<file path="config.mk">
export PLATFORM = sky130hd
export DESIGN_NAME = extent_to_block_splitter
export DESIGN_NICKNAME = d
export VERILOG_FILES = /design/src/rtl/ets_pkg.sv /design/src/rtl/extent_to_block_splitter.sv /design/src/rtl/ets_divider.sv /design/src/rtl/ets_front.sv /design/src/rtl/ets_queue.sv /design/src/rtl/ets_back.sv
export VERILOG_INCLUDE_DIRS = /design/src /design/src/rtl
export SDC_FILE = /design/constraint.sdc
export NUM_CORES = 2
export LEC_CHECK = 0
export BUFFER_PORTS_ARGS = -buffer_cell sky130_fd_sc_hd__buf_2
export CORE_ASPECT_RATIO = 1.4
export CORE_MARGIN = 2
export CORE_UTILIZATION = 60
export DETAILED_ROUTE_END_ITERATION = 10
export PLACE_DENSITY = 0.8
export RECOVER_POWER = 100
export SETUP_SLACK_MARGIN = 0.3
export SLEW_MARGIN = 30
export SYNTH_ARGS = -nofsm -noshare
export SYNTH_HDL_FRONTEND = slang
export SYNTH_SLANG_ARGS = --single-unit
</file>
<file path="constraint.sdc">
create_clock -name clock -period 32.8 [get_ports clock]
set_clock_uncertainty 0.15 [all_clocks]
set_input_delay 6.56 -clock clock [delete_from_list [all_inputs] [get_ports clock]]
set_output_delay 6.56 -clock clock [all_outputs]
set_load 0.05 [all_outputs]
</file>
<file path="src/rtl/extent_to_block_splitter_assert.svh">
// Assertion macros for the extent to block splitter.
// Included by the top level; needs nothing else.
`ifndef EXTENT_TO_BLOCK_SPLITTER_ASSERT_SVH
`define EXTENT_TO_BLOCK_SPLITTER_ASSERT_SVH

// Same-cycle implication, skipped while reset is high.
`define ETS_ASSERT_IMPLIES(label, clk, rst, ante, cons) \
   label: assert property (@(posedge clk) disable iff (rst) (ante) |-> (cons)) \
      else $error("extent_to_block_splitter: assertion failed");

// Next-cycle implication, skipped while reset is high.
`define ETS_ASSERT_NEXT(label, clk, rst, ante, cons) \
   label: assert property (@(posedge clk) disable iff (rst) (ante) |=> (cons)) \
      else $error("extent_to_block_splitter: assertion failed");

`endif

</file>
<file path="src/rtl/ets_pkg.sv">
// Shared widths, register indexes, state types and structs of the extent splitter.
// Depends on nothing; every RTL module imports it.
`default_nettype none

package ets_pkg;

   // field widths
   localparam int BLOCK_SIZE_W = 27;
   localparam int CHUNK_SIZE_W = 32;
   localparam int FS_ID_W      = 32;
   localparam int INODE_W      = 64;
   localparam int CHUNK_NUM_W  = 64;
   localparam int COMPACTION_W = 32;
   localparam int OFFSET_W     = 48;
   localparam int LENGTH_W     = 32;
   localparam int INDEX_W      = 32;
   localparam int BYTES_W      = 27;

   // configuration port
   localparam int CSR_INDEX_W = 2;
   localparam int CSR_DATA_W  = 32;
   localparam logic [CSR_INDEX_W-1:0] CSR_BLOCK_SIZE    = 2'd0;
   localparam logic [CSR_INDEX_W-1:0] CSR_CHUNK_SIZE    = 2'd1;
   localparam logic [CSR_INDEX_W-1:0] CSR_FILESYSTEM_ID = 2'd2;

   localparam logic [BLOCK_SIZE_W-1:0] BLOCK_SIZE_RESET = 27'd4194304;
   localparam logic [CHUNK_SIZE_W-1:0] CHUNK_SIZE_RESET = 32'd67108864;

   // run length limit; the count field covers the whole legal range
   localparam int MAX_RUN       = 64;
   localparam int MAX_RUN_LIMIT = 64;
   localparam int RUN_CNT_W     = $clog2(MAX_RUN_LIMIT + 1);

   // shared divider: dividend as wide as the widest operand, divisor as wide as the chunk size
   localparam int DIVIDEND_W = OFFSET_W;
   localparam int DIVISOR_W  = CHUNK_SIZE_W;
   localparam int STEP_W     = $clog2(DIVIDEND_W + 1);

   // descriptor queue between front and back (power of two)
   localparam int QUEUE_DEPTH = 2;

   typedef enum logic [2:0] {
      FRONT_IDLE,
      FRONT_MOD,
      FRONT_BLOCK,
      FRONT_LEFT,
      FRONT_PUSH
   } front_state_type;

   typedef enum logic {
      BACK_IDLE,
      BACK_EMIT
   } back_state_type;

   typedef struct packed {
      logic                  start;
      logic [DIVIDEND_W-1:0] dividend;
      logic [DIVISOR_W-1:0]  divisor;
      logic [STEP_W-1:0]     steps;
   } div_cmd_type;

   typedef struct packed {
      logic                  done;
      logic [DIVIDEND_W-1:0] quotient;
      logic [DIVISOR_W-1:0]  remainder;
   } div_rsp_type;

   typedef struct packed {
      logic empty;
      logic full;
   } queue_status_type;

   // one classified extent, ready to be carried out
   typedef struct packed {
      logic [INODE_W-1:0]      inode;
      logic [CHUNK_NUM_W-1:0]  chunk;
      logic [COMPACTION_W-1:0] compaction;
      logic                    first_valid;
      logic [INDEX_W-1:0]      first_index;
      logic [BYTES_W-1:0]      first_bytes;
      logic                    last_valid;
      logic [INDEX_W-1:0]      last_index;
      logic [BYTES_W-1:0]      last_bytes;
      logic [INDEX_W-1:0]      mid_start;
      logic [RUN_CNT_W-1:0]    mid_count;
      logic                    truncated;
   } desc_type;

endpackage

`default_nettype wire

</file>
<file path="src/rtl/extent_to_block_splitter.sv">
// Extent to block splitter, top level. The front holds one extent at a time and takes
// no new one while the shared one-bit-per-cycle divider runs (48 steps for the chunk
// reduction, 32 each for the block split and, for a longer extent only, the remainder)
// or while the queue is full. Requests of an extent leave at one per cycle while the
// result register is popped. Synchronous reset clears queues and handshakes;
// configuration returns to 4 MiB blocks, 64 MiB chunks, filesystem 0.
`default_nettype none
`include "extent_to_block_splitter_assert.svh"

module extent_to_block_splitter #(
   parameter int MaxRun = ets_pkg::MAX_RUN
) (
   input  wire                               clock,
   input  wire                               reset,
   // configuration writes
   input  wire                               csr_valid,
   output logic                              csr_ready,
   input  wire  [ets_pkg::CSR_INDEX_W-1:0]   csr_index,
   input  wire  [ets_pkg::CSR_DATA_W-1:0]    csr_data,
   // extent input
   input  wire                               req_push,
   output logic                              req_full,
   input  wire  [ets_pkg::INODE_W-1:0]       req_inode_number,
   input  wire  [ets_pkg::CHUNK_NUM_W-1:0]   req_chunk_number,
   input  wire  [ets_pkg::COMPACTION_W-1:0]  req_compaction_version,
   input  wire  [ets_pkg::OFFSET_W-1:0]      req_byte_offset,
   input  wire  [ets_pkg::LENGTH_W-1:0]      req_byte_length,
   // block request output
   output logic                              rsp_empty,
   input  wire                               rsp_pop,
   output logic [ets_pkg::FS_ID_W-1:0]       rsp_key_filesystem,
   output logic [ets_pkg::INODE_W-1:0]       rsp_key_inode,
   output logic [ets_pkg::CHUNK_NUM_W-1:0]   rsp_key_chunk,
   output logic [ets_pkg::INDEX_W-1:0]       rsp_key_block_index,
   output logic [ets_pkg::COMPACTION_W-1:0]  rsp_key_compaction,
   output logic [ets_pkg::BYTES_W-1:0]       rsp_fetch_bytes,
   output logic                              rsp_run_last,
   output logic                              rsp_run_truncated
);
   import ets_pkg::*;

   // Configuration registers. Software must write them only while the block is idle (the
   // block itself does not enforce this), since the front and back read them live.
   logic [BLOCK_SIZE_W-1:0] block_size_ff, block_size_in;
   logic [CHUNK_SIZE_W-1:0] chunk_size_ff, chunk_size_in;
   logic [FS_ID_W-1:0]      filesystem_id_ff, filesystem_id_in;

   // A zero size behaves as one byte.
   logic [BLOCK_SIZE_W-1:0] block_size_eff;
   logic [CHUNK_SIZE_W-1:0] chunk_size_eff;

   // front to queue, queue to back
   logic             q_push;
   logic             q_pop;
   desc_type         q_wr_desc;
   desc_type         q_rd_desc;
   queue_status_type q_status;

   assign csr_ready = 1'b1;

   always_comb begin
      block_size_in    = block_size_ff;
      chunk_size_in    = chunk_size_ff;
      filesystem_id_in = filesystem_id_ff;
      if (csr_valid && csr_ready) begin
         case (csr_index)
            CSR_BLOCK_SIZE:    block_size_in    = csr_data[BLOCK_SIZE_W-1:0];
            CSR_CHUNK_SIZE:    chunk_size_in    = csr_data[CHUNK_SIZE_W-1:0];
            CSR_FILESYSTEM_ID: filesystem_id_in = csr_data[FS_ID_W-1:0];
            default: ;  // unmapped index: drop the write
         endcase
      end
   end

   always_ff @(posedge clock) begin
      if (reset) begin
         block_size_ff    <= BLOCK_SIZE_RESET;
         chunk_size_ff    <= CHUNK_SIZE_RESET;
         filesystem_id_ff <= '0;
      end else begin
         block_size_ff    <= block_size_in;
         chunk_size_ff    <= chunk_size_in;
         filesystem_id_ff <= filesystem_id_in;
      end
   end

   assign block_size_eff = (block_size_ff == '0) ? BLOCK_SIZE_W'(1) : block_size_ff;
   assign chunk_size_eff = (chunk_size_ff == '0) ? CHUNK_SIZE_W'(1) : chunk_size_ff;

   // Front: take an extent, reduce the offset into the chunk, split it into
   // block position, first/last partial blocks and a capped middle run.
   ets_front #(
      .MaxRun (MaxRun)
   ) u_front (
      .clock                  (clock),
      .reset                  (reset),
      .blk_bytes              (block_size_eff),
      .chunk_bytes            (chunk_size_eff),
      .req_push               (req_push),
      .req_full               (req_full),
      .req_inode_number       (req_inode_number),
      .req_chunk_number       (req_chunk_number),
      .req_compaction_version (req_compaction_version),
      .req_byte_offset        (req_byte_offset),
      .req_byte_length        (req_byte_length),
      .q_status               (q_status),
      .q_push                 (q_push),
      .q_desc                 (q_wr_desc)
   );

   // Hold classified extents so the divider can start on the next one while
   // the back end is still emitting.
   ets_queue u_queue (
      .clock   (clock),
      .reset   (reset),
      .push    (q_push),
      .wr_desc (q_wr_desc),
      .pop     (q_pop),
      .rd_desc (q_rd_desc),
      .status  (q_status)
   );

   // Back: one request beat per cycle into the result register; a waiting
   // result stalls only the back end, the front keeps filling the queue.
   ets_back u_back (
      .clock               (clock),
      .reset               (reset),
      .blk_bytes           (block_size_eff),
      .filesystem_id       (filesystem_id_ff),
      .q_status            (q_status),
      .q_desc              (q_rd_desc),
      .q_pop               (q_pop),
      .rsp_empty           (rsp_empty),
      .rsp_pop             (rsp_pop),
      .rsp_key_filesystem  (rsp_key_filesystem),
      .rsp_key_inode       (rsp_key_inode),
      .rsp_key_chunk       (rsp_key_chunk),
      .rsp_key_block_index (rsp_key_block_index),
      .rsp_key_compaction  (rsp_key_compaction),
      .rsp_fetch_bytes     (rsp_fetch_bytes),
      .rsp_run_last        (rsp_run_last),
      .rsp_run_truncated   (rsp_run_truncated)
   );

   // An accepted extent keeps the front busy while the divider runs.
   `ETS_ASSERT_NEXT(a_front_busy_after_accept, clock, reset, req_push && !req_full, req_full)
   // The front never pushes into a full queue.
   `ETS_ASSERT_IMPLIES(a_push_has_room, clock, reset, q_push, !q_status.full)
   // The back only loads a descriptor that is there.
   `ETS_ASSERT_IMPLIES(a_pop_has_entry, clock, reset, q_pop, !q_status.empty)

endmodule

`default_nettype wire

</file>
<file path="src/rtl/ets_divider.sv">
// Restoring divider, one quotient bit per cycle, quotient and remainder held after done.
// Depends on ets_pkg.
`default_nettype none

module ets_divider (
   input  wire                 clock,
   input  wire                 reset,
   input  ets_pkg::div_cmd_type cmd,
   output ets_pkg::div_rsp_type rsp
);
   import ets_pkg::*;

   logic                  busy_ff, busy_in;
   logic                  done_ff, done_in;
   logic [STEP_W-1:0]     cnt_ff, cnt_in;
   logic [DIVIDEND_W-1:0] quo_ff, quo_in;
   logic [DIVISOR_W-1:0]  rem_ff, rem_in;
   logic [DIVISOR_W-1:0]  divisor_ff, divisor_in;

   logic [DIVISOR_W:0] shifted;
   logic [DIVISOR_W:0] diff;
   logic               fits;

   assign shifted = {rem_ff, quo_ff[DIVIDEND_W-1]};
   assign diff    = shifted - {1'b0, divisor_ff};
   assign fits    = shifted >= {1'b0, divisor_ff};

   always_comb begin
      busy_in    = busy_ff;
      done_in    = 1'b0;
      cnt_in     = cnt_ff;
      quo_in     = quo_ff;
      rem_in     = rem_ff;
      divisor_in = divisor_ff;
      if (cmd.start) begin
         busy_in    = 1'b1;
         cnt_in     = cmd.steps;
         quo_in     = cmd.dividend;
         rem_in     = '0;
         divisor_in = cmd.divisor;
      end else if (busy_ff) begin
         rem_in = fits ? diff[DIVISOR_W-1:0] : shifted[DIVISOR_W-1:0];
         quo_in = {quo_ff[DIVIDEND_W-2:0], fits};
         cnt_in = cnt_ff - 1'b1;
         if (cnt_ff == STEP_W'(1)) begin
            busy_in = 1'b0;
            done_in = 1'b1;
         end
      end
   end

   always_ff @(posedge clock) begin
      if (reset) begin
         busy_ff <= 1'b0;
         done_ff <= 1'b0;
         cnt_ff  <= '0;
      end else begin
         busy_ff <= busy_in;
         done_ff <= done_in;
         cnt_ff  <= cnt_in;
      end
   end

   always_ff @(posedge clock) begin
      quo_ff     <= quo_in;
      rem_ff     <= rem_in;
      divisor_ff <= divisor_in;
   end

   assign rsp.done      = done_ff;
   assign rsp.quotient  = quo_ff;
   assign rsp.remainder = rem_ff;

endmodule

`default_nettype wire

</file>
<file path="src/rtl/ets_front.sv">
// Front end: accept an extent, reduce it with the shared divider, classify it into a descriptor.
// Depends on ets_pkg and ets_divider.
`default_nettype none

module ets_front #(
   parameter int MaxRun = ets_pkg::MAX_RUN
) (
   input  wire                                   clock,
   input  wire                                   reset,
   input  wire  [ets_pkg::BLOCK_SIZE_W-1:0]      blk_bytes,
   input  wire  [ets_pkg::CHUNK_SIZE_W-1:0]      chunk_bytes,
   input  wire                                   req_push,
   output logic                                  req_full,
   input  wire  [ets_pkg::INODE_W-1:0]           req_inode_number,
   input  wire  [ets_pkg::CHUNK_NUM_W-1:0]       req_chunk_number,
   input  wire  [ets_pkg::COMPACTION_W-1:0]      req_compaction_version,
   input  wire  [ets_pkg::OFFSET_W-1:0]          req_byte_offset,
   input  wire  [ets_pkg::LENGTH_W-1:0]          req_byte_length,
   input  ets_pkg::queue_status_type             q_status,
   output logic                                  q_push,
   output ets_pkg::desc_type                     q_desc
);
   import ets_pkg::*;

   localparam int MID_W = INDEX_W + 1;
   localparam int PAD_W = DIVIDEND_W - DIVISOR_W;

   front_state_type state_ff, state_in;

   logic [INODE_W-1:0]      inode_ff, inode_in;
   logic [CHUNK_NUM_W-1:0]  chunk_ff, chunk_in;
   logic [COMPACTION_W-1:0] compaction_ff, compaction_in;
   logic [LENGTH_W-1:0]     length_ff, length_in;
   logic [INDEX_W-1:0]      begin_index_ff, begin_index_in;
   logic [BYTES_W-1:0]      block_pos_ff, block_pos_in;
   logic                    short_ff, short_in;
   logic [INDEX_W-1:0]      whole_ff, whole_in;
   logic [BYTES_W-1:0]      last_bytes_ff, last_bytes_in;

   div_cmd_type div_cmd;
   div_rsp_type div_rsp;

   logic                accept;
   logic                is_short;
   logic [BYTES_W-1:0]  lead_bytes;
   logic [LENGTH_W-1:0] left_bytes;

   ets_divider u_divider (
      .clock (clock),
      .reset (reset),
      .cmd   (div_cmd),
      .rsp   (div_rsp)
   );

   assign accept = req_push && !req_full;

   // classify once the block position is known
   assign is_short   = length_ff < LENGTH_W'(blk_bytes);
   assign lead_bytes = (div_rsp.remainder[BYTES_W-1:0] != '0)
                       ? blk_bytes - div_rsp.remainder[BYTES_W-1:0] : blk_bytes;
   assign left_bytes = length_ff - LENGTH_W'(lead_bytes);

   // next state
   always_comb begin
      state_in = state_ff;
      case (state_ff)
         FRONT_IDLE:  if (accept) state_in = FRONT_MOD;
         FRONT_MOD:   if (div_rsp.done) state_in = FRONT_BLOCK;
         FRONT_BLOCK: if (div_rsp.done) state_in = is_short ? FRONT_PUSH : FRONT_LEFT;
         FRONT_LEFT:  if (div_rsp.done) state_in = FRONT_PUSH;
         FRONT_PUSH:  if (!q_status.full) state_in = FRONT_IDLE;
         default:     state_in = FRONT_IDLE;
      endcase
   end

   // outputs: divider commands and queue push
   always_comb begin
      req_full         = state_ff != FRONT_IDLE;
      q_push           = 1'b0;
      div_cmd.start    = 1'b0;
      div_cmd.dividend = DIVIDEND_W'(req_byte_offset);
      div_cmd.divisor  = chunk_bytes;
      div_cmd.steps    = STEP_W'(DIVIDEND_W);
      case (state_ff)
         FRONT_IDLE: begin
            div_cmd.start = accept;
         end
         FRONT_MOD: begin
            div_cmd.start    = div_rsp.done;
            div_cmd.dividend = {div_rsp.remainder, PAD_W'(0)};
            div_cmd.divisor  = DIVISOR_W'(blk_bytes);
            div_cmd.steps    = STEP_W'(DIVISOR_W);
         end
         FRONT_BLOCK: begin
            div_cmd.start    = div_rsp.done && !is_short;
            div_cmd.dividend = {DIVISOR_W'(left_bytes), PAD_W'(0)};
            div_cmd.divisor  = DIVISOR_W'(blk_bytes);
            div_cmd.steps    = STEP_W'(DIVISOR_W);
         end
         FRONT_PUSH: begin
            q_push = !q_status.full;
         end
         default: ;
      endcase
   end

   // datapath captures
   always_comb begin
      inode_in       = inode_ff;
      chunk_in       = chunk_ff;
      compaction_in  = compaction_ff;
      length_in      = length_ff;
      begin_index_in = begin_index_ff;
      block_pos_in   = block_pos_ff;
      short_in       = short_ff;
      whole_in       = whole_ff;
      last_bytes_in  = last_bytes_ff;
      case (state_ff)
         FRONT_IDLE: begin
            if (accept) begin
               inode_in      = req_inode_number;
               chunk_in      = req_chunk_number;
               compaction_in = req_compaction_version;
               length_in     = req_byte_length;
            end
         end
         FRONT_BLOCK: begin
            if (div_rsp.done) begin
               begin_index_in = div_rsp.quotient[INDEX_W-1:0];
               block_pos_in   = div_rsp.remainder[BYTES_W-1:0];
               short_in       = is_short;
            end
         end
         FRONT_LEFT: begin
            if (div_rsp.done) begin
               whole_in      = div_rsp.quotient[INDEX_W-1:0];
               last_bytes_in = div_rsp.remainder[BYTES_W-1:0];
            end
         end
         default: ;
      endcase
   end

   // descriptor built from the captured quotients
   always_comb begin
      logic                 first_part;
      logic                 last_part;
      logic [MID_W-1:0]     middle;
      logic [MID_W:0]       total;
      logic [RUN_CNT_W-1:0] room;
      first_part = block_pos_ff != '0;
      last_part  = !short_ff && (last_bytes_ff != '0);
      middle     = short_ff ? '0 : ({1'b0, whole_ff} + MID_W'(!first_part));
      total      = {1'b0, middle} + (MID_W+1)'(first_part) + (MID_W+1)'(last_part);
      room       = RUN_CNT_W'(MaxRun) - RUN_CNT_W'(first_part) - RUN_CNT_W'(last_part);

      q_desc.inode       = inode_ff;
      q_desc.chunk       = chunk_ff;
      q_desc.compaction  = compaction_ff;
      q_desc.first_valid = short_ff || first_part;
      q_desc.first_index = begin_index_ff;
      q_desc.first_bytes = short_ff ? length_ff[BYTES_W-1:0]
                         : (first_part ? blk_bytes - block_pos_ff : blk_bytes);
      q_desc.last_valid  = last_part;
      q_desc.last_index  = begin_index_ff + whole_ff + INDEX_W'(1);
      q_desc.last_bytes  = last_bytes_ff;
      q_desc.mid_start   = begin_index_ff + INDEX_W'(first_part);
      q_desc.mid_count   = (middle > MID_W'(room)) ? room : middle[RUN_CNT_W-1:0];
      q_desc.truncated   = !short_ff && (total > (MID_W+1)'(MaxRun));
   end

   always_ff @(posedge clock) begin
      if (reset) begin
         state_ff <= FRONT_IDLE;
      end else begin
         state_ff <= state_in;
      end
   end

   always_ff @(posedge clock) begin
      inode_ff       <= inode_in;
      chunk_ff       <= chunk_in;
      compaction_ff  <= compaction_in;
      length_ff      <= length_in;
      begin_index_ff <= begin_index_in;
      block_pos_ff   <= block_pos_in;
      short_ff       <= short_in;
      whole_ff       <= whole_in;
      last_bytes_ff  <= last_bytes_in;
   end

endmodule

`default_nettype wire

</file>
<file path="src/rtl/ets_queue.sv">
// Short descriptor queue that decouples the front end from the request emitter.
// Depends on ets_pkg.
`default_nettype none

module ets_queue (
   input  wire                       clock,
   input  wire                       reset,
   input  wire                       push,
   input  ets_pkg::desc_type         wr_desc,
   input  wire                       pop,
   output ets_pkg::desc_type         rd_desc,
   output ets_pkg::queue_status_type status
);
   import ets_pkg::*;

   localparam int PTR_W = (QUEUE_DEPTH > 1) ? $clog2(QUEUE_DEPTH) : 1;
   localparam int CNT_W = $clog2(QUEUE_DEPTH + 1);

   desc_type entries_ff [QUEUE_DEPTH];

   logic [PTR_W-1:0] wr_ptr_ff, wr_ptr_in;
   logic [PTR_W-1:0] rd_ptr_ff, rd_ptr_in;
   logic [CNT_W-1:0] count_ff, count_in;

   always_comb begin
      wr_ptr_in = push ? wr_ptr_ff + 1'b1 : wr_ptr_ff;
      rd_ptr_in = pop ? rd_ptr_ff + 1'b1 : rd_ptr_ff;
      count_in  = count_ff + CNT_W'(push) - CNT_W'(pop);
   end

   always_ff @(posedge clock) begin
      if (reset) begin
         wr_ptr_ff <= '0;
         rd_ptr_ff <= '0;
         count_ff  <= '0;
      end else begin
         wr_ptr_ff <= wr_ptr_in;
         rd_ptr_ff <= rd_ptr_in;
         count_ff  <= count_in;
      end
   end

   always_ff @(posedge clock) begin
      if (push) begin
         entries_ff[wr_ptr_ff] <= wr_desc;
      end
   end

   assign rd_desc      = entries_ff[rd_ptr_ff];
   assign status.empty = count_ff == '0;
   assign status.full  = count_ff == CNT_W'(QUEUE_DEPTH);

endmodule

`default_nettype wire

</file>
<file path="src/rtl/ets_back.sv">
// Back end: walk one descriptor and emit its block requests into the result register.
// Depends on ets_pkg.
`default_nettype none

module ets_back (
   input  wire                               clock,
   input  wire                               reset,
   input  wire  [ets_pkg::BLOCK_SIZE_W-1:0]  blk_bytes,
   input  wire  [ets_pkg::FS_ID_W-1:0]       filesystem_id,
   input  ets_pkg::queue_status_type         q_status,
   input  ets_pkg::desc_type                 q_desc,
   output logic                              q_pop,
   output logic                              rsp_empty,
   input  wire                               rsp_pop,
   output logic [ets_pkg::FS_ID_W-1:0]       rsp_key_filesystem,
   output logic [ets_pkg::INODE_W-1:0]       rsp_key_inode,
   output logic [ets_pkg::CHUNK_NUM_W-1:0]   rsp_key_chunk,
   output logic [ets_pkg::INDEX_W-1:0]       rsp_key_block_index,
   output logic [ets_pkg::COMPACTION_W-1:0]  rsp_key_compaction,
   output logic [ets_pkg::BYTES_W-1:0]       rsp_fetch_bytes,
   output logic                              rsp_run_last,
   output logic                              rsp_run_truncated
);
   import ets_pkg::*;

   back_state_type state_ff, state_in;
   desc_type       cur_ff, cur_in;

   logic                    out_valid_ff, out_valid_in;
   logic [FS_ID_W-1:0]      out_fs_ff, out_fs_in;
   logic [INODE_W-1:0]      out_inode_ff, out_inode_in;
   logic [CHUNK_NUM_W-1:0]  out_chunk_ff, out_chunk_in;
   logic [INDEX_W-1:0]      out_index_ff, out_index_in;
   logic [COMPACTION_W-1:0] out_compaction_ff, out_compaction_in;
   logic [BYTES_W-1:0]      out_bytes_ff, out_bytes_in;
   logic                    out_last_ff, out_last_in;
   logic                    out_trunc_ff, out_trunc_in;

   logic                 advance;
   logic                 emit;
   logic [RUN_CNT_W:0]   pending;
   logic                 final_req;

   assign advance   = !out_valid_ff || rsp_pop;
   assign pending   = (RUN_CNT_W+1)'(cur_ff.first_valid) + (RUN_CNT_W+1)'(cur_ff.last_valid)
                    + (RUN_CNT_W+1)'(cur_ff.mid_count);
   assign final_req = pending == (RUN_CNT_W+1)'(1);

   // next state
   always_comb begin
      state_in = state_ff;
      case (state_ff)
         BACK_IDLE: if (!q_status.empty) state_in = BACK_EMIT;
         BACK_EMIT: if (advance && final_req) state_in = BACK_IDLE;
         default:   state_in = BACK_IDLE;
      endcase
   end

   // outputs
   always_comb begin
      q_pop = 1'b0;
      emit  = 1'b0;
      case (state_ff)
         BACK_IDLE: q_pop = !q_status.empty;
         BACK_EMIT: emit = advance;
         default: ;
      endcase
   end

   // pick first, then last, then the middle blocks in ascending order
   always_comb begin
      cur_in            = cur_ff;
      out_fs_in         = out_fs_ff;
      out_inode_in      = out_inode_ff;
      out_chunk_in      = out_chunk_ff;
      out_index_in      = out_index_ff;
      out_compaction_in = out_compaction_ff;
      out_bytes_in      = out_bytes_ff;
      out_last_in       = out_last_ff;
      out_trunc_in      = out_trunc_ff;
      out_valid_in      = (out_valid_ff && !rsp_pop) || emit;
      if (q_pop) begin
         cur_in = q_desc;
      end
      if (emit) begin
         out_fs_in         = filesystem_id;
         out_inode_in      = cur_ff.inode;
         out_chunk_in      = cur_ff.chunk;
         out_compaction_in = cur_ff.compaction;
         out_last_in       = final_req;
         out_trunc_in      = cur_ff.truncated;
         if (cur_ff.first_valid) begin
            out_index_in       = cur_ff.first_index;
            out_bytes_in       = cur_ff.first_bytes;
            cur_in.first_valid = 1'b0;
         end else if (cur_ff.last_valid) begin
            out_index_in      = cur_ff.last_index;
            out_bytes_in      = cur_ff.last_bytes;
            cur_in.last_valid = 1'b0;
         end else begin
            out_index_in     = cur_ff.mid_start;
            out_bytes_in     = blk_bytes;
            cur_in.mid_start = cur_ff.mid_start + INDEX_W'(1);
            cur_in.mid_count = cur_ff.mid_count - RUN_CNT_W'(1);
         end
      end
   end

   always_ff @(posedge clock) begin
      if (reset) begin
         state_ff     <= BACK_IDLE;
         out_valid_ff <= 1'b0;
      end else begin
         state_ff     <= state_in;
         out_valid_ff <= out_valid_in;
      end
   end

   always_ff @(posedge clock) begin
      cur_ff            <= cur_in;
      out_fs_ff         <= out_fs_in;
      out_inode_ff      <= out_inode_in;
      out_chunk_ff      <= out_chunk_in;
      out_index_ff      <= out_index_in;
      out_compaction_ff <= out_compaction_in;
      out_bytes_ff      <= out_bytes_in;
      out_last_ff       <= out_last_in;
      out_trunc_ff      <= out_trunc_in;
   end

   assign rsp_empty           = !out_valid_ff;
   assign rsp_key_filesystem  = out_fs_ff;
   assign rsp_key_inode       = out_inode_ff;
   assign rsp_key_chunk       = out_chunk_ff;
   assign rsp_key_block_index = out_index_ff;
   assign rsp_key_compaction  = out_compaction_ff;
   assign rsp_fetch_bytes     = out_bytes_ff;
   assign rsp_run_last        = out_last_ff;
   assign rsp_run_truncated   = out_trunc_ff;

endmodule

`default_nettype wire
</file>
[Word-level counts from Yosys, hierarchy flattened]
Memories as Yosys holds them, arrays and structs flattened. A register that Yosys moved wholly into a read port is not among the register bits.
Index checks and enable logic that the tools add are counted.
Word-level totals
  flip-flop bits (word level): 1104
  RAM bits: 640
  bits of input ports: 279
  memories kept: 1
  output and inout port bits: 256
  word-level logic and storage cells: 169
Memories
  u_queue.entries_ff: depth 2, width 320, read ports 1, clocked after Yosys merged registers in 1, write ports 1, line ets_queue.sv:19  | desc_type entries_ff [QUEUE_DEPTH];
Cells by class
  bitwise gates (word level): 2
  equality and inequality tests: 14
  mux-type cells: 48
  reduce and logical (&&, ||, !) cells: 35
  add/subtract/negate cells: 21
  order comparisons: 4
Operator list (count)
  $pmux W86 S2: 1
  $mux W27: 6
  $mux W160: 1
  $mux W32: 4
  $mux W39: 3
  $mux W48: 2
  $reduce_bool A27 Y1: 3
  $add A32 B1 Y32 const B: 2
  $sub A27 B27 Y27: 2
  $add A33 B1 Y34: 1
  $add A34 B1 Y34: 1
  $gt A34 B7 Y1 const B: 1
  $add A32 B1 Y33: 1
  $ge A33 B32 Y1: 1
  $gt A33 B7 Y1: 1
  $mux W33: 1
  $add A32 B1 Y32: 1
  $add A32 B32 Y32: 1
  $logic_not A32 Y1: 1
  $lt A32 B27 Y1: 1
  $sub A32 B27 Y32: 1
  $sub A32 B32 Y32: 1
  $logic_not A27 Y1: 1
  $mux W1: 18
  other kinds (35): 68

[Depth between registers and ports, before layout]
  depth in word-level cells: 8
  gate-level depth with buffers: 28
  mapped depth without buffers: 28

[Cells and area by module]
A second synthesis with hierarchy kept.
Unflattened totals
  cell total of the unflattened synthesis: 5160
  area, all modules: 75010.7 µm²
Modules (own cells, without submodules)
  ets_queue: area an instance 24846.3 µm², times used 1, sequential area each 19318.5 µm², cells each 1017
  ets_front: area an instance 20254.4 µm², times used 1, sequential area each 9399.0 µm², cells each 1966
  ets_back: area an instance 19530.0 µm², times used 1, sequential area each 16836.1 µm², cells each 1045
  ets_divider: area an instance 6816.5 µm², times used 1, sequential area each 3203.1 µm², cells each 653
  extent_to_block_splitter: area an instance 3563.4 µm², times used 1, sequential area each 1821.7 µm², cells each 479

[Least setup slack after synthesis]
No wires, ideal clock.
  path kind: flip-flop to flip-flop
  start: register u_front.state_ff[0]
  end: memory u_queue.entries_ff[0][0] (netlist bit), enable pin
  cell stages (with the launch flop): 5
  clock period less this slack: 23.733 ns
  required time: 31.253 ns
  arrival time: 22.186 ns
  slack: 9.067 ns
  library setup time: 1.397 ns
  path buffers: 1
  path through: dfxtp_1 > clkbuf_1 > nor2_1 > nand2_1 > nor3_1
On the way
  word-level cells in the longest chain between the ends: 4
RTL lines
  start: declaration: line ets_front.sv:28  | front_state_type state_ff, state_in;
  start signal: assignment: line ets_front.sv:176  | state_ff <= state_in;
  $eq A3 B3 Y1: line ets_front.sv:84  | case (state_ff)
  $mux W1: line ets_front.sv:84
  $mux W1: line ets_queue.sv:44  | if (push) begin
  $mux W1 (not written as such): line ets_queue.sv:45  | entries_ff[wr_ptr_ff] <= wr_desc;
  end: declaration: line ets_queue.sv:19
No other way between the ends.

[Worst setup path after layout]
  start: input rsp_pop
  end: register u_back.out_chunk_ff[20] (netlist: u_back.rsp_key_chunk[20]), enable pin
On the way
  word-level cells in the longest chain between the ends: 2
RTL lines
  start: declaration: line extent_to_block_splitter.sv:30  | input wire rsp_pop,
  $logic_or A1 B1 Y1: line ets_back.sv:44  | assign advance = !out_valid_ff || rsp_pop;
  $mux W1: line ets_back.sv:63  | case (state_ff)
  named net u_back.emit: line ets_back.sv:40  | logic emit;
  end signal: assignment: line ets_back.sv:123  | out_chunk_ff <= out_chunk_in;
  end: declaration: line ets_back.sv:32  | logic [CHUNK_NUM_W-1:0] out_chunk_ff, out_chunk_in;
The timed path passes the listed nets, and every way through them passes these cells.
A chain may end at the register's enable or synchronous reset.

==> out/results.md <==
| Metric | Value | Unit |
|:---|:---|:---|
| Average via count per standard cell | 6.03 | - |
| Number of cells after detailed placement | 7015 | - |
| Unique cell type count in the Yosys netlist | 86 | - |
| Most frequent cells in the layout | sky130_fd_sc_hd__edfxtp_1 (1563), sky130_fd_sc_hd__nand2_1 (427), sky130_fd_sc_hd__clkbuf_1 (396) | - |
| Synth Cell Area | 72100 | um^2 |
| Final critical delay including setup and external delays | 14.16 | ns |
| Period utilization | 0.432 | - |
| Total detailed-routing wirelength | 184000 | um |
| Total grt overflow | 0 | - |
| Nets@finish | 6055 | - |
| Worst hold-check path type | flip-flop to flip-flop | - |
| Maximum net fanout on the critical path | 102 | - |
| Clock tree from TritonCTS | built | - |
| Leakage | 28.4 | nW |
| Synth Register Bits | 1745 | - |
| Maximum number of pins on one net before global-route repair | 153 | - |
| Pre-antenna DRT Iters | 6 | - |
| Insertion delay of the later-clocked pin in the worst-skew pair | 0.81 | ns |
| Final Hold Vio Count | 0 | - |
| Worst VDD drop | 0.0600 | mV |
| Share of synthesized area occupied by flip-flops and latches | 0.701 | - |
| Achievable frequency | 70.6 | MHz |
| Top-Level Pins | 535 | - |
| Outcome | finished with violations | - |
| CTS-repair resized insts | 0 | - |
| Total power | 6.42 | mW |
| Failing checks | max-capacitance violations, max-slew violations | - |
| Yosys warns | 0 | - |
| Slew Limit Headroom | -5.09 | - |
| Post-CTS setup buffer count | 0 | - |
| Count of port buffers added during placement | 533 | - |
| Routability congestion estimate | 0.957 | - |
| CTS H-Tree Depth | 4 | - |
| Detailed-placement wirelength estimate | 125000 | um |
| Post-Route Hold Slack | 0.250 | ns |
| Post-synth net total | 5501 | - |
| Via count | 44100 | - |
| CP required | 32.81 | ns |
| EDFF count, synth | 1563 | - |
| RSZ-0062 raised after global routing | no | - |
| PwrDens | 78.9 | nW/um^2 |
| Max-capacitance violation count | 43 | - |
| Number of global-route vias before repair | 44300 | - |
| Final core utilization | 0.681 | - |
| Post-Route Setup TNS | 0 | ns |
| Synth Area per Inst | 14.4 | um^2 |
| Endpoint arrival time on the critical path | 14.17 | ns |
| DIE HEIGHT | 414 | um |
| Post-detailed-route wirelength per cell | 25.1 | um |
| Maximum count of clock buffers along a single path | 3 | - |
| Global-route wire length before repair | 272000 | um |
| Worst reg2reg startpoint | u_front.state_ff[1] | - |
| Area leader, netlist | sky130_fd_sc_hd__edfxtp_1 | - |
| Classification of the worst setup path | primary input to flip-flop | - |
| Leading cell type in the layout, fill and taps excluded | sky130_fd_sc_hd__edfxtp_1 | - |
| Slew at the pin with the worst max-slew slack | 9.14 | ns |
| Relative area change from synthesis to final layout | 12.7 | % |
| Primary flip-flop cell chosen by synthesis mapping | sky130_fd_sc_hd__edfxtp_1 | - |
| Width of the die | 297 | um |
| Clock net sink count | 1745 | - |
| Number of pins with negative max-slew slack in the final report | 2481 | - |
| Final non-filler cell total | 7320 | - |
| First DRT Iteration DRCs | 3631 | - |
| DIE AREA | 123000 | um^2 |
| Fraction of registers with async set/reset | 0 | - |
| Clock slew at reported path FFs | 0.07 | ns |
| Master cell of the clock root buffer | sky130_fd_sc_hd__clkbuf_16 | - |
| Cells after synthesis | 5025 | - |
| Antenna-violating nets left | 0 | - |
| Core Area | 119000 | um^2 |
| Overall global routing resource usage | 0.296 | - |
| Number of endpoints failing setup at the final stage | 0 | - |
| Initial standard-cell utilization of the core | 0.604 | - |
| Startpoint type of the worst setup path | primary input | - |
| Share of post-route cells with drive strength above 1 | 0.136 | - |
| Number of clock buffers inserted by TritonCTS | 158 | - |
| Post-synth top area share | 0.651 | - |
| Number of DRC violations after detailed routing | 0 | - |
| Hold_buf cts | 0 | - |
| Kind of end point of the critical path | flip-flop | - |
| Antenna violations before repair | 19 | - |
| Critical path origin | rsp_pop | - |
| Standard-cell row count | 150 | - |
| Worst Min Path Start | u_back.cur_ff[306] | - |
| Area contributors post-synth | sky130_fd_sc_hd__edfxtp_1 (65%), sky130_fd_sc_hd__dfxtp_1 (5.1%), sky130_fd_sc_hd__mux2_2 (4.6%) | - |
## layout make-up
class                   count  area [um^2]
well taps                1596         2000
clock inverters            94         1080
multi-input cells        2879        20000
fillers                  8244        38100
clock buffers             199         4220
inverters                 186          702
diodes                     12         30.0
repair buffers            609         2650
flip-flops and latches   1745        50600
## metal layers
metal | global-route usage | routed length [um] | vias to the layer above
li1 | - | - | 20100
met1 | 0.342 | 65900 | 21600
met2 | 0.508 | 91600 | 1938
met3 | 0.0506 | 11900 | 541
met4 | 0.199 | 14500 | 12
met5 | 0 | 79 | -
## metrics by stage
step,worst slack [ns],area [um^2]
final,18.64,81300
after global routing,17.87,81300
after CTS,24.07,82000
after detailed placement,23.19,76700
after global placement,23.24,76600
after floorplan,9.07,72100
## cell usage after synthesis, drive strengths merged (66+ instances only)
| master | n |
|---|---|
| o21ai | 221 |
| a21o | 66 |
| nor2 | 249 |
| clkbuf | 183 |
| mux2i | 130 |
| a21oi | 337 |
| mux2 | 298 |
| dfxtp | 182 |
| edfxtp | 1563 |
| inv | 186 |
| xnor2 | 111 |
| nand2 | 427 |
| nor3 | 67 |
| ha | 190 |
| xor2 | 67 |
| nand3 | 70 |
## worst max-delay path: stages
cell and delay, ns:
sky130_fd_sc_hd__buf_2 0.09, sky130_fd_sc_hd__nand2b_1 0.17, sky130_fd_sc_hd__nand2_1 0.16, sky130_fd_sc_hd__clkinvlp_2 3.81, sky130_fd_sc_hd__clkbuf_1 1.95, sky130_fd_sc_hd__clkbuf_1 1.25
## logic make-up (layout without fill, tap and decap cells)
family	Yosys count	count (layout)	share of synthesized area
compound gates	950	950	0.0826
xor+xnor	178	178	0.0216
fa+ha+maj	197	197	0.0349
buf+inv	401	1088	0.0212
flops	1745	1745	0.701
mux	428	428	0.0646
other cells	1	13	0.0000520
simple gates	1125	1125	0.0738
## report_power, final
part | switching (mW) | internal (mW) | leakage [nW]
sequential | 0.187 | 2.89 | 15.9
combinational | 1.03 | 0.426 | 9.92
clock | 0.834 | 1.05 | 2.58
total | 2.05 | 4.37 | 28.4
## sequential cells by signal (all words and copies together), names as in the netlist, 48 cells and up, named ones only
signal and cells:
u_back.rsp_key_inode 64, u_front.u_divider.quo_ff 48, u_queue.entries_ff 640, u_back.rsp_key_chunk 64, u_back.cur_ff 320, u_front.inode_ff 64
u_front.chunk_ff 64
## path summary, 6_finish.rpt
| path | endpoint | slack [ns] | depth (start not counted) |
|---|---|---|---|
| setup / recovery | u_back.rsp_key_chunk[20] | 18.64 | 6 |
| hold / removal | u_back.rsp_key_inode[50] | 0.25 | 0 |
| setup reg to reg | u_queue.entries_ff[0][187] | 19.44 | 7 |
| hold reg to reg | u_back.rsp_key_inode[50] | 0.25 | 0 |
Power figures use the tool's default switching activity.
